$ cat config.mk
export PLATFORM = sky130hd
export DESIGN_NAME = note_record_parser_unit
export DESIGN_NICKNAME = d
export VERILOG_FILES = /design/src/nrp_pkg.sv /design/src/note_record_parser_unit.sv
export SDC_FILE = /design/constraint.sdc
export NUM_CORES = 1
export LEC_CHECK = 0
export ABC_AREA = 1
export BUFFER_PORTS_ARGS = -buffer_cell sky130_fd_sc_hd__buf_2
export CORE_MARGIN = 4
export CORE_UTILIZATION = 54
export DETAILED_ROUTE_END_ITERATION = 16
export PLACE_DENSITY = 0.77
export REMOVE_ABC_BUFFERS = 1
export SLEW_MARGIN = 20
export SYNTH_ARGS = -nofsm -noshare
export SYNTH_HDL_FRONTEND = slang
export SYNTH_SLANG_ARGS = --single-unit
$ cat constraint.sdc
create_clock -name clk -period 3.9 [get_ports clk]
set_clock_uncertainty 0.05 [all_clocks]
set_input_delay 0 -clock clk [delete_from_list [all_inputs] [get_ports clk]]
set_output_delay 0 -clock clk [all_outputs]
set_load 0.005 [all_outputs]
$ cat src/nrp_pkg.sv
// Package for the note record parser: character codes, default sizes,
// the note letter decoder and the half-period table.
// No dependencies.
package nrp_pkg;

  // Default sizes for the top-level parameters
  localparam int NAME_CHARS_DEF    = 3;
  localparam int DURATION_BITS_DEF = 16;

  // Fixed field widths of a result word
  localparam int NOTE_W   = 8;
  localparam int DAC_W    = 8;
  localparam int DUR_W    = 16;
  localparam int HALF_W   = 10;
  localparam int TDATA_W  = 48;
  localparam int TUSER_W  = 2;
  localparam int PERIOD_W = 16;
  localparam int FRAC_BITS = 6;

  // Character codes
  localparam logic [7:0] CHAR_LF    = 8'h0A;
  localparam logic [7:0] CHAR_CR    = 8'h0D;
  localparam logic [7:0] CHAR_NUL   = 8'h00;
  localparam logic [7:0] CHAR_SHARP = 8'h23;
  localparam logic [7:0] CHAR_ZERO  = 8'h30;
  localparam logic [7:0] CHAR_NINE  = 8'h39;
  localparam logic [7:0] CHAR_LO_O  = 8'h6F;
  localparam logic [7:0] CHAR_LO_F  = 8'h66;

  // Offset added to the note number for the DAC code
  localparam logic [7:0] DAC_OFFSET = 8'd127;

  // Semitone of a note letter; bit 4 set when the letter is A to G
  function automatic logic [4:0] semitone_of(input logic [7:0] c);
    logic [4:0] r;
    unique case (c)
      8'h43:   r = {1'b1, 4'd0};   // C
      8'h44:   r = {1'b1, 4'd2};   // D
      8'h45:   r = {1'b1, 4'd4};   // E
      8'h46:   r = {1'b1, 4'd5};   // F
      8'h47:   r = {1'b1, 4'd7};   // G
      8'h41:   r = {1'b1, 4'd9};   // A
      8'h42:   r = {1'b1, 4'd11};  // B
      default: r = 5'd0;
    endcase
    return r;
  endfunction

  // 64 * 10000 / base frequency of octave zero, rounded, C to B
  function automatic logic [PERIOD_W-1:0] period_of(input logic [3:0] s);
    logic [PERIOD_W-1:0] r;
    unique case (s)
      4'd0:    r = 16'd39144;
      4'd1:    r = 16'd36952;
      4'd2:    r = 16'd34877;
      4'd3:    r = 16'd32905;
      4'd4:    r = 16'd31068;
      4'd5:    r = 16'd29317;
      4'd6:    r = 16'd27682;
      4'd7:    r = 16'd26122;
      4'd8:    r = 16'd24653;
      4'd9:    r = 16'd23273;
      4'd10:   r = 16'd21963;
      4'd11:   r = 16'd20732;
      default: r = '0;
    endcase
    return r;
  endfunction

endpackage

$ cat src/note_record_parser_unit.sv
// Note record parser: collects a note name line and a duration line from a
// byte stream and emits one decoded note record per two-line record.
// Depends on nrp_pkg.
//
//  channel | dir | handshake        | word
//  --------+-----+------------------+---------------------------------------
//  s_      | in  | s_tvalid/tready  | tdata[7:0] rx_byte
//  m_      | out | m_tvalid/tready  | tdata: note, dac, duration, half period
//          |     |                  | tuser: is_rest, bad_note
//
// One byte is taken in every cycle but for a stalled closing line feed. The
// parse state advances on the byte itself; the line feed that closes a record
// is decoded in the same cycle and lands in the output register in the next.
// Reset (rst, synchronous) clears the parse state and empties the output.
// While a result waits in the output register, bytes that do not close a
// record are still taken; only the closing line feed waits for the slot.
module note_record_parser_unit #(
  parameter int NAME_CHARS    = nrp_pkg::NAME_CHARS_DEF,
  parameter int DURATION_BITS = nrp_pkg::DURATION_BITS_DEF
) (
  input  logic                         clk,
  input  logic                         rst,
  input  logic                         s_tvalid,
  output logic                         s_tready,
  input  logic [7:0]                   s_tdata,   // [7:0] rx_byte
  output logic                         m_tvalid,
  input  logic                         m_tready,
  // [7:0] note_number, [15:8] dac_code, [31:16] duration,
  // [41:32] half_period, [47:42] zero
  output logic [nrp_pkg::TDATA_W-1:0]  m_tdata,
  output logic [nrp_pkg::TUSER_W-1:0]  m_tuser    // [0] is_rest, [1] bad_note
);

  localparam int LEN_W = $clog2(NAME_CHARS + 1);
  localparam int IDX_W = $clog2(NAME_CHARS);

  // Parse state
  logic                     in_duration_line;
  logic [7:0]               name_chars [NAME_CHARS];
  logic [LEN_W-1:0]         name_length;
  logic [DURATION_BITS-1:0] duration_acc;
  logic [DURATION_BITS-1:0] duration_acc_next;

  logic accept;
  logic is_cr;
  logic is_lf;
  logic record_end;

  // Decode of the stored record
  logic                          rest;
  logic                          bad;
  logic [4:0]                    semi;
  logic                          sharp;
  logic [7:0]                    oct_char;
  logic                          oct_ok;
  logic [3:0]                    oct;
  logic [3:0]                    oct_inc;
  logic [3:0]                    semi_s;
  logic [3:0]                    per_semi;
  logic [3:0]                    per_oct;
  logic [4:0]                    shift;
  logic [nrp_pkg::PERIOD_W:0]    per_t;
  logic [nrp_pkg::PERIOD_W:0]    per_mask;
  logic [nrp_pkg::PERIOD_W:0]    per_ceil;
  logic [nrp_pkg::NOTE_W-1:0]    num;
  logic [nrp_pkg::NOTE_W-1:0]    num_o;
  logic [nrp_pkg::DAC_W-1:0]     dac_o;
  logic [nrp_pkg::HALF_W-1:0]    half_o;
  logic [31:0]                   dur_ext;

  // Byte classes and handshake
  assign is_cr      = (s_tdata == nrp_pkg::CHAR_CR);
  assign is_lf      = (s_tdata == nrp_pkg::CHAR_LF);
  assign record_end = in_duration_line && is_lf;
  assign s_tready   = !record_end || !m_tvalid || m_tready;
  assign accept     = s_tvalid && s_tready;

  // Duration digit: acc * 10 + byte - '0', wrapping
  assign duration_acc_next = (duration_acc << 3) + (duration_acc << 1)
                             + DURATION_BITS'(s_tdata)
                             - DURATION_BITS'(nrp_pkg::CHAR_ZERO);

  // Advance the parse state
  always_ff @(posedge clk) begin
    if (rst) begin
      in_duration_line <= 1'b0;
      name_length      <= '0;
      duration_acc     <= '0;
      for (int i = 0; i < NAME_CHARS; i++) name_chars[i] <= '0;
    end else if (accept && !is_cr) begin
      if (!in_duration_line) begin
        if (is_lf) begin
          in_duration_line <= 1'b1;
        end else if (s_tdata != nrp_pkg::CHAR_NUL &&
                     name_length < LEN_W'(NAME_CHARS)) begin
          name_chars[name_length[IDX_W-1:0]] <= s_tdata;
          name_length <= name_length + LEN_W'(1);
        end
      end else if (is_lf) begin
        in_duration_line <= 1'b0;
        name_length      <= '0;
        duration_acc     <= '0;
        for (int i = 0; i < NAME_CHARS; i++) name_chars[i] <= '0;
      end else begin
        duration_acc <= duration_acc_next;
      end
    end
  end

  // Decode the note name; unused positions already read as zero
  always_comb begin
    rest = (name_length == LEN_W'(3)) &&
           (name_chars[0] == nrp_pkg::CHAR_LO_O) &&
           (name_chars[1] == nrp_pkg::CHAR_LO_F) &&
           (name_chars[2] == nrp_pkg::CHAR_LO_F);
    semi     = nrp_pkg::semitone_of(name_chars[0]);
    sharp    = (name_chars[1] == nrp_pkg::CHAR_SHARP);
    oct_char = sharp ? name_chars[2] : name_chars[1];
    oct_ok   = (oct_char >= nrp_pkg::CHAR_ZERO) && (oct_char <= nrp_pkg::CHAR_NINE);
    bad      = !rest && (!semi[4] || !oct_ok);
    oct      = oct_char[3:0];
    oct_inc  = oct + 4'd1;
    semi_s   = semi[3:0] + {3'b000, sharp};
    num      = 8'({oct_inc, 3'b000}) + 8'({oct_inc, 2'b00}) + 8'(semi_s);

    // B sharp wraps to C of the next octave for the period
    if (semi_s == 4'd12) begin
      per_semi = 4'd0;
      per_oct  = oct_inc;
    end else begin
      per_semi = semi_s;
      per_oct  = oct;
    end
    shift    = 5'(per_oct) + 5'(nrp_pkg::FRAC_BITS);
    per_t    = (nrp_pkg::PERIOD_W+1)'(nrp_pkg::period_of(per_semi));
    per_mask = ((nrp_pkg::PERIOD_W+1)'(1) << shift) - (nrp_pkg::PERIOD_W+1)'(1);
    // Round up: floor plus one when any shifted-out bit is set
    per_ceil = (per_t >> shift) + (nrp_pkg::PERIOD_W+1)'(|(per_t & per_mask));

    if (rest || bad) begin
      num_o  = '0;
      dac_o  = '0;
      half_o = '0;
    end else begin
      num_o  = num;
      dac_o  = num + nrp_pkg::DAC_OFFSET;
      half_o = per_ceil[nrp_pkg::HALF_W-1:0];
    end
    dur_ext = 32'(duration_acc);
  end

  // Output register: load on the closing line feed, drop when taken
  always_ff @(posedge clk) begin
    if (rst) begin
      m_tvalid <= 1'b0;
    end else if (accept && record_end) begin
      m_tvalid <= 1'b1;
    end else if (m_tready) begin
      m_tvalid <= 1'b0;
    end
  end

  always_ff @(posedge clk) begin
    if (accept && record_end) begin
      m_tdata <= {6'b000000, half_o, dur_ext[nrp_pkg::DUR_W-1:0], dac_o, num_o};
      m_tuser <= {bad, rest};
    end
  end

  // Checks
  a_flags_exclusive: assert property (@(posedge clk) disable iff (rst)
    m_tvalid |-> !(m_tuser[0] && m_tuser[1]))
    else $error("rest and bad note flags both set");

  a_no_overwrite: assert property (@(posedge clk) disable iff (rst)
    (accept && record_end) |-> (!m_tvalid || m_tready))
    else $error("pending result overwritten");

  a_clear_after_record: assert property (@(posedge clk) disable iff (rst)
    (accept && record_end) |=> (!in_duration_line && name_length == '0 &&
                                duration_acc == '0))
    else $error("parse state not cleared after record");

  a_zero_on_flag: assert property (@(posedge clk) disable iff (rst)
    (m_tvalid && (m_tuser[0] || m_tuser[1])) |->
      (m_tdata[7:0] == 8'd0 && m_tdata[41:32] == 10'd0))
    else $error("note fields not zero for rest or bad note");

endmodule
==> metrics.txt <==
Top Ports=between 60 and 70; FF+latch count, synth=88; top_reg_cell synth=edfxtp_1; vias in the first global route=approximately 5,400; share of layout cells above drive strength 1=0.218; DRT Wirelength=about 15,000 µm; Hold WC Path Type=input pin to flip-flop; Crit path required time=3.95 ns; dpl cells=between 900 and 1,000; clock slew seen by the registers of the worst setup and hold paths=around 0.07 ns; # setup viols final=0; switching part of the total=0.302; largest net degree at the start of global routing=45; Max Slew Vio Count=0; worst setup margin=approximately 0.24 ns; number of vias in the routed layout=about 5,400; Post-Synth Simple-Gate Area=0.282; Mean Syn Cell Area=between 8 and 9 µm²; Comb power frac=0.237; DRC Markers=0; Setup CP Type=flip-flop to flip-flop; Pleak=~0.0035 µW; TritonCTS Buffers=9; area delta synth->final=18.6%; XOR/XNOR Fraction of Synth Area=0.0140; Setup Slack @ Placement=-0.0802 ns; R2R cell count=26; Nets=about 940; H-tree levels=3; Worst slew margin=0.357; Vias/cell=between 5 and 6; Cells after Synth=between 700 and 800; Crit Path Max Fanout=8; synth unique cells=between 40 and 50; Fin. Hold Viols=0; drt wl/cell=~15 µm; GRT overflow=0; Cell Int Power=around 1800 µW; Finished Layout Cells=1,008; PwrDens=approximately 360 nW/µm²; post-synthesis adder-cell area fraction=0.146; Least-Margin Pin Slew=0.964 ns; hold depth=3; Max Clk Rate=around 270 MHz; total number of yosys warnings=0; CTS tree=done; CP Capture Type=flip-flop; Startpoint Class=flip-flop; Seq pwr share=0.400; compound-gate portion of the synthesized area=0.0837; Psw=between 700 and 800 µW; WP data arrival=approximately 3.7 ns; number of flops mapped to enable cells by yosys=between 60 and 70; Final GP Congestion=roughly 0.92; Die Ht=116 µm; gr usage total=0.233; clock sink count=88; Initial Util=0.551; Max Root-Sink Buffers=2; worst vdd rail ir drop=0.000242 V; DRT iter0 DRCs=between 300 and 400; fillcell total=924; Slowest-stage cell, CP=edfxtp_1; largest cells by area after synthesis=edfxtp_1 (33%), ha_1 (12%), nand2_1 (9.1%); first-pass detailed-route iteration total=5; status=finished, final reports clean; initial antenna violation count=0; Die W=roughly 120 µm; antenna-violating nets left=0; IO buf count=57; site row count=39; Placement Cell Area=around 7000 µm²; cell taking the most area after synthesis=edfxtp_1; top cell type's share of synthesized area=0.326; Core Region=11,400 µm²; fin crit share=0.939; first-pass GRT wire length=about 25,000 µm; post-route minimum period=between 3 and 4 ns; Die Footprint=roughly 13,000 µm²; maxcap violations=0; CTS root buf=clkbuf_16; fin area=7430 µm²; mux contribution to synthesized area=0; Ant. Diodes=0; clock share of power=0.363; largest family of logic cells by synthesized area=simple AND/OR/NAND/NOR gates; flip-flop and latch area=around 2400 µm²; area of the multi-input gates=around 3400 µm²; Critical Path Max Stage Delay=~0.42 ns; sequential-to-total area share from yosys stat=0.390; Post-synth ARST share=0; Detailed Place HPWL=11,000 µm; Syn Std Cell Area=between 6000 and 7000 µm²; clk_lat worst skew=around 0.35 ns
==> synthesized netlist by cell type (8+ instances only) <==
cell type  count
nand2_1      152
inv_1        109
nor2_1        76
edfxtp_1      68
ha_1          62
nand3_1       50
a21oi_1       46
o21ai_0       25
dfxtp_1       20
nand2_2       17
nand4_1       16
nor3_1        13
buf_4          8
==> state kept, by name (all words and copies together) (netlist names) <==
register          count
duration_acc         16
name_chars           24
m_tdata              42
in_duration_line      1
m_tuser               2
m_tvalid              1
name_length           2
==> kinds of logic (layout without fill, tap and decap cells) <==
family,after synthesis,after routing
buffers and inverters,129,231
AOI/OAI and AO/OA,93,93
adders and majority gates,69,69
xor gates and xnor gates,10,10
and+or+nand+nor,366,366
other,2,8
DFF,88,88
==> layer usage <==
metal	vias up	track usage	part of all wire
li1	2722	-	-
met1	2522	0.284	0.42
met2	152	0.418	0.50
met3	30	0.0355	0.050
met4	0	0.0835	0.024
met5	-	0	0
==> final timing paths <==
kind / from / endpoint / slack [ns]
worst min-delay path: s_tdata[0] / duration_acc[0]$_SDFFE_PP0P_ / 0.01
worst max-delay path: name_chars[0][0]$_SDFFCE_PN0P_ / m_tdata[35]$_SDFFCE_PP0P_ / 0.24
worst min register to register: duration_acc[15]$_SDFFE_PP0P_ / m_tdata[31]$_DFFE_PP_ / 0.39
worst max register to register: name_chars[0][0]$_SDFFCE_PN0P_ / m_tdata[35]$_SDFFCE_PP0P_ / 0.24
==> power groups by stage <==
stage	clock, µW	sequential, µW	combinational (µW)
2_1_floorplan	0	1070	454
3_3_place_gp	0	1080	573
3_5_place_dp	0	1080	594
4_1_cts	973	1060	605
5_1_grt	1010	1060	721
6_report	960	1060	628
==> worst max-delay path, delay by kind of cell, from the launching register on <==
| kind | cells | cell delay, ns |
|---|---|---|
| flip-flops | 1 | 0.42 |
| AND/OR/NAND/NOR | 16 | 1.57 |
| buffers and inverters | 5 | 0.50 |
| adder cells (fa/ha/maj) | 2 | 0.44 |
| AO/OA/AOI/OAI | 3 | 0.44 |
==> final cells by class <==
type                            instances  share of cell area
Multi-Input combinational cell        546               0.462
Sequential cell                        88               0.329
Timing Repair Buffer                   99              0.0824
Inverter                              116              0.0586
Clock buffer                            9              0.0303
Tap cell                              143              0.0241
Clock inverter                          7              0.0141
==> through the flow <==
step            TNS, ns  utilization  hold WS [ns]  total power [µW]
2_1_floorplan         0            -        0.0191              1530
5_1_grt        -0.00336        0.653        0.0213              2790
3_5_place_dp     -0.167        0.607         0.251              1670
3_3_place_gp          0        0.607         0.228              1650
4_1_cts               0        0.640       0.00121              2640
6_report              0        0.653        0.0117              2640
==> cell usage in the layout (no fill, tap or decap), types with 15 or more instances in the layout <==
| cell | Yosys | layout |
|---|---|---|
| a21oi_1 | 46 | 46 |
| buf_2 | 0 | 57 |
| buf_4 | 8 | 38 |
| dfxtp_1 | 20 | 20 |
| edfxtp_1 | 68 | 68 |
| ha_1 | 62 | 56 |
| inv_1 | 109 | 105 |
| nand2_1 | 152 | 150 |
| nand2_2 | 17 | 15 |
| nand3_1 | 50 | 49 |
| nand4_1 | 16 | 16 |
| nor2_1 | 76 | 76 |
| o21ai_0 | 25 | 22 |
==> what timing repair did <==
item,4_1_cts,5_1_grt
buffers inserted,0,7
endpoints found under the setup margin,3,8
hold endpoints to repair,4,0
hold buffers,3,0
pin swaps,0,13
resized for setup,2,25
Note: power is estimated with default switching activity, not from simulation.
